`config.mk`:
```
export PLATFORM = sky130hd
export DESIGN_NAME = mlsc_ctrl
export DESIGN_NICKNAME = d
export VERILOG_FILES = /design/src/mlsc_pkg.sv /design/src/mlsc_ctrl.sv
export SDC_FILE = /design/constraint.sdc
export NUM_CORES = 1
export LEC_CHECK = 0
export ABC_CLOCK_PERIOD_IN_PS = 2400
export BUFFER_PORTS_ARGS = -buffer_cell sky130_fd_sc_hd__buf_2
export CORE_UTILIZATION = 43
export DETAILED_ROUTE_END_ITERATION = 8
export GPL_ROUTABILITY_DRIVEN = 0
export PLACE_DENSITY = 0.79
export SKIP_CTS_REPAIR_TIMING = 1
export SLEW_MARGIN = 40
export SYNTH_ARGS = -nofsm -noshare
export SYNTH_HDL_FRONTEND = slang
export SYNTH_SLANG_ARGS = --single-unit
```
`constraint.sdc`:
```
create_clock -name clk -period 2.4 [get_ports clk]
set_input_delay 0.24 -clock clk [delete_from_list [all_inputs] [get_ports clk]]
set_output_delay 0.24 -clock clk [all_outputs]
set_load 0.05 [all_outputs]
```
`src/mlsc_pkg.sv`:
```
// ----------------------------------------------------------------------------
// mlsc_pkg
// Shared types and codes for the multi-level sensor calibration block.
// ----------------------------------------------------------------------------
package mlsc_pkg;

    localparam int DATA_W    = 16;
    localparam int STATUS_W  = 3;
    localparam int MODE_W    = 2;
    localparam int CELL_IDX_W = 8;
    localparam int DIV_STEPS = 32;

    // Request modes; the fourth code is unused
    typedef enum logic [MODE_W-1:0] {
        MODE_WRITE  = 2'd0,
        MODE_APPLY  = 2'd1,
        MODE_REMOVE = 2'd2
    } mode_t;

    // Result status codes
    typedef enum logic [STATUS_W-1:0] {
        ST_OK            = 3'd0,
        ST_DISABLED      = 3'd1,
        ST_NO_POINTS     = 3'd2,
        ST_NO_SEGMENT    = 3'd3,
        ST_LEVEL_MISSING = 3'd4,
        ST_TABLE_FULL    = 3'd5
    } status_t;

    // Source of the result level
    typedef enum logic [2:0] {
        RES_ZERO = 3'd0,
        RES_MIN  = 3'd1,
        RES_MAX  = 3'd2,
        RES_LOW  = 3'd3,
        RES_QUOT = 3'd4
    } res_sel_t;

    // Controller to datapath commands
    typedef struct packed {
        logic     clr_wr;
        logic     load_in;
        logic     tgt_load;
        logic     alloc;
        logic     remove;
        logic     sweep_wr;
        logic     entry_wr;
        logic     cnt_clr;
        logic     cnt_inc;
        logic     gather_init;
        logic     gather_rd;
        logic     seg_init;
        logic     seg_adv;
        logic     nx_init;
        logic     nx_step;
        logic     mul;
        logic     div_init;
        logic     div_step;
        logic     res_load;
        status_t  res_status;
        res_sel_t res_sel;
        logic     out_load;
    } mlsc_cmd_t;

    // Datapath to controller status
    typedef struct packed {
        logic [MODE_W-1:0] mode;
        logic cnt_at_total;
        logic cnt_at_cells;
        logic cnt_at_slots;
        logic cnt_at_div;
        logic cell_bad;
        logic slot_match;
        logic table_full;
        logic apply_bad;
        logic pts_none;
        logic below_min;
        logic above_max;
        logic seg_hit;
        logic seg_flat;
        logic nxt_is_max;
    } mlsc_stat_t;

endpackage

```
`src/mlsc_ctrl.sv`:
```
// ----------------------------------------------------------------------------
// mlsc_ctrl
// Sequencer for write, remove and apply requests; owns the output valid.
// ----------------------------------------------------------------------------
module mlsc_ctrl
    import mlsc_pkg::*;
(
    input  logic       clk,
    input  logic       rst_n,
    input  logic       in_valid,
    output logic       in_ready,
    output logic       out_valid,
    input  logic       out_ready,
    input  mlsc_stat_t stat,
    output mlsc_cmd_t  cmd
);

    typedef enum logic [3:0] {
        S_CLEAR, S_IDLE, S_DECODE, S_SWEEP, S_WR_ENTRY, S_GATHER, S_GATHER_END,
        S_CLAMP, S_NEXT, S_SEG, S_MUL, S_DIV, S_DIV_END, S_OUT
    } state_t;

    state_t state_reg, state_next;
    logic   out_valid_reg, out_valid_next;

    // Next state and commands
    always_comb
    begin
        cmd        = '0;
        state_next = state_reg;
        case (state_reg)
            S_CLEAR:
            begin
                cmd.clr_wr  = 1'b1;
                cmd.cnt_inc = 1'b1;
                if (stat.cnt_at_total)
                begin
                    cmd.cnt_clr = 1'b1;
                    state_next  = S_IDLE;
                end
            end
            S_IDLE:
            begin
                if (in_valid)
                begin
                    cmd.load_in = 1'b1;
                    state_next  = S_DECODE;
                end
            end
            S_DECODE:
            begin
                cmd.cnt_clr = 1'b1;
                case (stat.mode)
                    MODE_WRITE:
                    begin
                        if (stat.cell_bad)
                        begin
                            cmd.res_load   = 1'b1;
                            cmd.res_status = ST_NO_POINTS;
                            state_next     = S_OUT;
                        end
                        else if (stat.slot_match)
                        begin
                            cmd.tgt_load = 1'b1;
                            state_next   = S_WR_ENTRY;
                        end
                        else if (stat.table_full)
                        begin
                            cmd.res_load   = 1'b1;
                            cmd.res_status = ST_TABLE_FULL;
                            state_next     = S_OUT;
                        end
                        else
                        begin
                            cmd.tgt_load = 1'b1;
                            cmd.alloc    = 1'b1;
                            state_next   = S_SWEEP;
                        end
                    end
                    MODE_APPLY:
                    begin
                        if (stat.apply_bad)
                        begin
                            cmd.res_load   = 1'b1;
                            cmd.res_status = ST_DISABLED;
                            state_next     = S_OUT;
                        end
                        else
                        begin
                            cmd.gather_init = 1'b1;
                            state_next      = S_GATHER;
                        end
                    end
                    MODE_REMOVE:
                    begin
                        cmd.res_load = 1'b1;
                        state_next   = S_OUT;
                        if (stat.slot_match)
                        begin
                            cmd.remove     = 1'b1;
                            cmd.res_status = ST_OK;
                        end
                        else
                        begin
                            cmd.res_status = ST_LEVEL_MISSING;
                        end
                    end
                    default:
                    begin
                        cmd.res_load   = 1'b1;
                        cmd.res_status = ST_DISABLED;
                        state_next     = S_OUT;
                    end
                endcase
            end
            S_SWEEP:
            begin
                cmd.sweep_wr = 1'b1;
                cmd.cnt_inc  = 1'b1;
                if (stat.cnt_at_cells)
                begin
                    cmd.cnt_clr = 1'b1;
                    state_next  = S_WR_ENTRY;
                end
            end
            S_WR_ENTRY:
            begin
                cmd.entry_wr   = 1'b1;
                cmd.res_load   = 1'b1;
                cmd.res_status = ST_OK;
                state_next     = S_OUT;
            end
            S_GATHER:
            begin
                cmd.gather_rd = 1'b1;
                cmd.cnt_inc   = 1'b1;
                if (stat.cnt_at_slots)
                begin
                    cmd.cnt_clr = 1'b1;
                    state_next  = S_GATHER_END;
                end
            end
            S_GATHER_END:
            begin
                state_next = S_CLAMP;
            end
            S_CLAMP:
            begin
                if (stat.pts_none)
                begin
                    cmd.res_load   = 1'b1;
                    cmd.res_status = ST_NO_POINTS;
                    state_next     = S_OUT;
                end
                else if (stat.below_min)
                begin
                    cmd.res_load   = 1'b1;
                    cmd.res_status = ST_OK;
                    cmd.res_sel    = RES_MIN;
                    state_next     = S_OUT;
                end
                else if (stat.above_max)
                begin
                    cmd.res_load   = 1'b1;
                    cmd.res_status = ST_OK;
                    cmd.res_sel    = RES_MAX;
                    state_next     = S_OUT;
                end
                else
                begin
                    cmd.seg_init = 1'b1;
                    cmd.nx_init  = 1'b1;
                    cmd.cnt_clr  = 1'b1;
                    state_next   = S_NEXT;
                end
            end
            S_NEXT:
            begin
                cmd.nx_step = 1'b1;
                cmd.cnt_inc = 1'b1;
                if (stat.cnt_at_slots)
                begin
                    cmd.cnt_clr = 1'b1;
                    state_next  = S_SEG;
                end
            end
            S_SEG:
            begin
                if (stat.seg_hit)
                begin
                    if (stat.seg_flat)
                    begin
                        cmd.res_load   = 1'b1;
                        cmd.res_status = ST_OK;
                        cmd.res_sel    = RES_LOW;
                        state_next     = S_OUT;
                    end
                    else
                    begin
                        cmd.mul    = 1'b1;
                        state_next = S_MUL;
                    end
                end
                else if (stat.nxt_is_max)
                begin
                    cmd.res_load   = 1'b1;
                    cmd.res_status = ST_NO_SEGMENT;
                    state_next     = S_OUT;
                end
                else
                begin
                    cmd.seg_adv = 1'b1;
                    cmd.nx_init = 1'b1;
                    cmd.cnt_clr = 1'b1;
                    state_next  = S_NEXT;
                end
            end
            S_MUL:
            begin
                cmd.div_init = 1'b1;
                cmd.cnt_clr  = 1'b1;
                state_next   = S_DIV;
            end
            S_DIV:
            begin
                cmd.div_step = 1'b1;
                cmd.cnt_inc  = 1'b1;
                if (stat.cnt_at_div)
                begin
                    state_next = S_DIV_END;
                end
            end
            S_DIV_END:
            begin
                cmd.res_load   = 1'b1;
                cmd.res_status = ST_OK;
                cmd.res_sel    = RES_QUOT;
                state_next     = S_OUT;
            end
            S_OUT:
            begin
                if (!out_valid_reg || out_ready)
                begin
                    cmd.out_load = 1'b1;
                    state_next   = S_IDLE;
                end
            end
            default:
            begin
                state_next = S_IDLE;
            end
        endcase
    end

    // Output word valid
    always_comb
    begin
        out_valid_next = out_valid_reg;
        if (cmd.out_load)
        begin
            out_valid_next = 1'b1;
        end
        else if (out_ready)
        begin
            out_valid_next = 1'b0;
        end
    end

    always_ff @(posedge clk or negedge rst_n)
    begin
        if (!rst_n)
        begin
            state_reg     <= S_CLEAR;
            out_valid_reg <= 1'b0;
        end
        else
        begin
            state_reg     <= state_next;
            out_valid_reg <= out_valid_next;
        end
    end

    assign in_ready  = (state_reg == S_IDLE);
    assign out_valid = out_valid_reg;

endmodule

```
==> summary.txt <==
Finish
  – Antenna diodes: 0
  – Post-layout instance area: 1134 sq um
  – Number of flip-flops in the largest register: 4
  – Nets@finish: 189
  – Share of layout cells above drive strength 1: 0.3810
  – Commonest non-fill, non-tap cell in the layout: buf_2
  – Highest-count cells in the layout ignoring fill and taps: 46 x buf_2, 21 x nor2_1, 10 x nand2_1
  – Synthesis-to-layout area growth: 39.17%

Placed design
  – Count of input and output buffers: 47
  – Worst Setup Slack post-DPL: 0.2552 ns
  – Total half-perimeter wirelength after legalization and detailed placement: 2010 um
  – Post-place instance area: 1087 sq um

STA
  – Total negative slack for setup checks: 0 ns
  – Endpoints failing setup: 0
  – Final Hold Slack: 0.3211 ns
  – Final worst-path cycle share: 0.9605
  – Fmax: 433.8 MHz
  – Post-route setup slack: 0.09468 ns
  – Final Critical Period: 2.305 ns
  – Tightest Pin Transition: 0.4291 ns
  – Number of hold violations in the final report: 0
  – Slew HR: 0.7113
  – Max Transition Viols Final: 0
  – Unrepaired setup endpoints after global routing: yes
  – Worst-case clock skew: 0.004945 ns

Power
  – Share of power burned in combinational logic: 0.815
  – Static Leakage: 0.0005759 uW
  – Flop pwr share: 0.126
  – Net switching power figure: 978.2 uW
  – Internal: 610.4 uW
  – Share of total power consumed by net switching: 0.6158
  – Share of total power in the clock network: 0.059
  – Overall power consumption: 1589 uW
  – Pwr dens: 1401 nW/um^2
  – Worst IR drop on VDD: 0.0009113 V

Global route
  – All-layer global routing usage: 0.2414
  – Initial antenna violation count: 0
  – Vias in the first global route: 957
  – Grt ovf: 0
  – Maximum number of pins on one net before global-route repair: 16
  – Wire length of the first global-routing pass: 3767 um

CTS
  – TritonCTS clock tree: built
  – Clock-pin slew of the registers on the worst-case setup and hold paths: 0.04 ns
  – CTS HTree Levels: 1
  – Clock root cell: clkbuf_4
  – TritonCTS Sinks: 5
  – Clock Latency Late Sink: 0.24 ns
  – Clock buffer count from CTS: 3
  – Maximum buffer depth of the clock tree: 2

Status
  – Status: finished clean

Route
  – DRC violation count after routing: 0
  – Number of design-rule violations left by the first detailed-router iteration: 14
  – Vias post-DR: 1074
  – Length of the first detailed-routing pass in iterations: 4
  – Per-cell routed wire length: 13.10 um
  – Final wirelength: 2529 um
  – Average via count per standard cell: 5.565
  – Antenna violation net count after detailed routing: 0

Critical path
  – Type of origin of the critical path: register
  – Crit path max fanout: 10
  – Kind of capture point of the worst setup path: output port
  – Arrival @ worst endpoint: 2.07 ns
  – Critical Path RT: 2.16 ns
  – Critical path type: reg -> out

Floorplan
  – Die footprint: 2073 sq um
  – DIE WIDTH: 45.53 um
  – Ports: 48
  – Core area: 1745 sq um
  – Starting utilization of the core area: 0.4667
  – Row cnt: 15
  – Vertical extent of the die: 45.53 um

Yosys
  – Number of synthesis warnings: 0
  – Flip-flop and latch count after synthesis: 5
  – Mapped Cells: 119
  – Post-synth EDFFs: 0
  – Syn Std Cell Area: 814.5 sq um
  – Async SR Flop Fraction: 1.000
  – Net count after synthesis: 139
  – Most used DFF post-synth: dfrtp_1
  – Count of different cell masters after synthesis: 38
  – Seq/Total Area, Yosys: 0.1536
  – Mean cell area of the mapped netlist: 6.845 sq um

Flow run
  – Max_cap viols: 0

Min path
  – Worst min-delay path category: in -> reg
==> synth_stat cells (all sizes together), types with 2 or more instances <==
| cell | number | area share |
|---|---|---|
| a21oi | 5 | 0.031 |
| nand2b | 7 | 0.054 |
| buf | 6 | 0.049 |
| nor2b | 4 | 0.031 |
| nand4b | 2 | 0.022 |
| a211oi | 2 | 0.018 |
| nor3b | 2 | 0.018 |
| o22ai | 2 | 0.015 |
| inv | 6 | 0.028 |
| or3b | 2 | 0.022 |
| nor4 | 3 | 0.023 |
| nand2 | 10 | 0.046 |
| o21ai | 5 | 0.031 |
| nor2 | 21 | 0.097 |
| clkbuf | 2 | 0.0092 |
| or3 | 7 | 0.066 |
| dfrtp | 5 | 0.15 |
| or2 | 4 | 0.031 |
| nor3 | 4 | 0.025 |
| o31ai | 3 | 0.028 |
| mux2i | 2 | 0.025 |
| o211ai | 2 | 0.018 |
==> worst max-delay path, stage by stage, from the launching register on <==
cell	delay, ns
dfrtp_1	0.47
buf_4	0.21
nand4b_1	0.19
o22ai_1	0.18
or3_1	0.41
nand2b_1	0.16
buf_2	0.21
==> final cells by class <==
type | count | area (sq um)
multi-input cells | 100 | 643.1
fillers | 171 | 611.8
repair buffers | 53 | 285.3
flip-flops and latches | 5 | 125.1
well taps | 25 | 31.28
clock buffers | 4 | 26.28
inverters | 6 | 22.52
==> cells by family after synthesis <==
group                  synth area share
AO/OA/AOI/OAI                    0.2488
buffers and inverters           0.08602
flip-flops                       0.1536
multiplexers                    0.03840
AND/OR/NAND/NOR                  0.4731
==> metal layers <==
layer | vias to the layer above | wire (um) | track usage
met4 | 0 | 61 | 0.1030
met3 | 8 | 124 | 0.03571
met1 | 492 | 1114 | 0.2937
li1 | 529 | - | -
met5 | - | 0 | 0
met2 | 45 | 1230 | 0.4171
==> metrics by stage <==
stage	std cells	utilization
6_report	193	0.6495
3_5_place_dp	188	0.6229
3_3_place_gp	188	0.6229
5_1_grt	193	0.6495
4_1_cts	192	0.6380
2_1_floorplan	119	-
==> power groups by stage <==
stage | registers, uW | clock network (uW) | logic [uW]
after floorplan | 197 | 0 | 1010
after global placement | 186 | 0 | 1250
after detailed placement | 193 | 0 | 1270
after CTS | 192 | 94.8 | 1270
after global routing | 206 | 103 | 1390
final | 200 | 94.0 | 1290
==> worst paths after layout <==
kind	from	end	slack [ns]	cells after the start
max in group asynchronous	rst_n	state_reg[0]$_DFFE_PN0P_	1.92	2
worst max-delay path	state_reg[2]$_DFFE_PN0P_	cmd[7]	0.09	6
worst max register to register	state_reg[1]$_DFFE_PN0P_	state_reg[0]$_DFFE_PN0P_	0.41	5
worst min register to register	out_valid$_DFFE_PN0P_	out_valid$_DFFE_PN0P_	0.53	2
min in group asynchronous	rst_n	state_reg[1]$_DFFE_PN0P_	0.35	2
worst min-delay path	out_ready	out_valid$_DFFE_PN0P_	0.32	3
No activity file was read; power rests on OpenSTA's default activity.
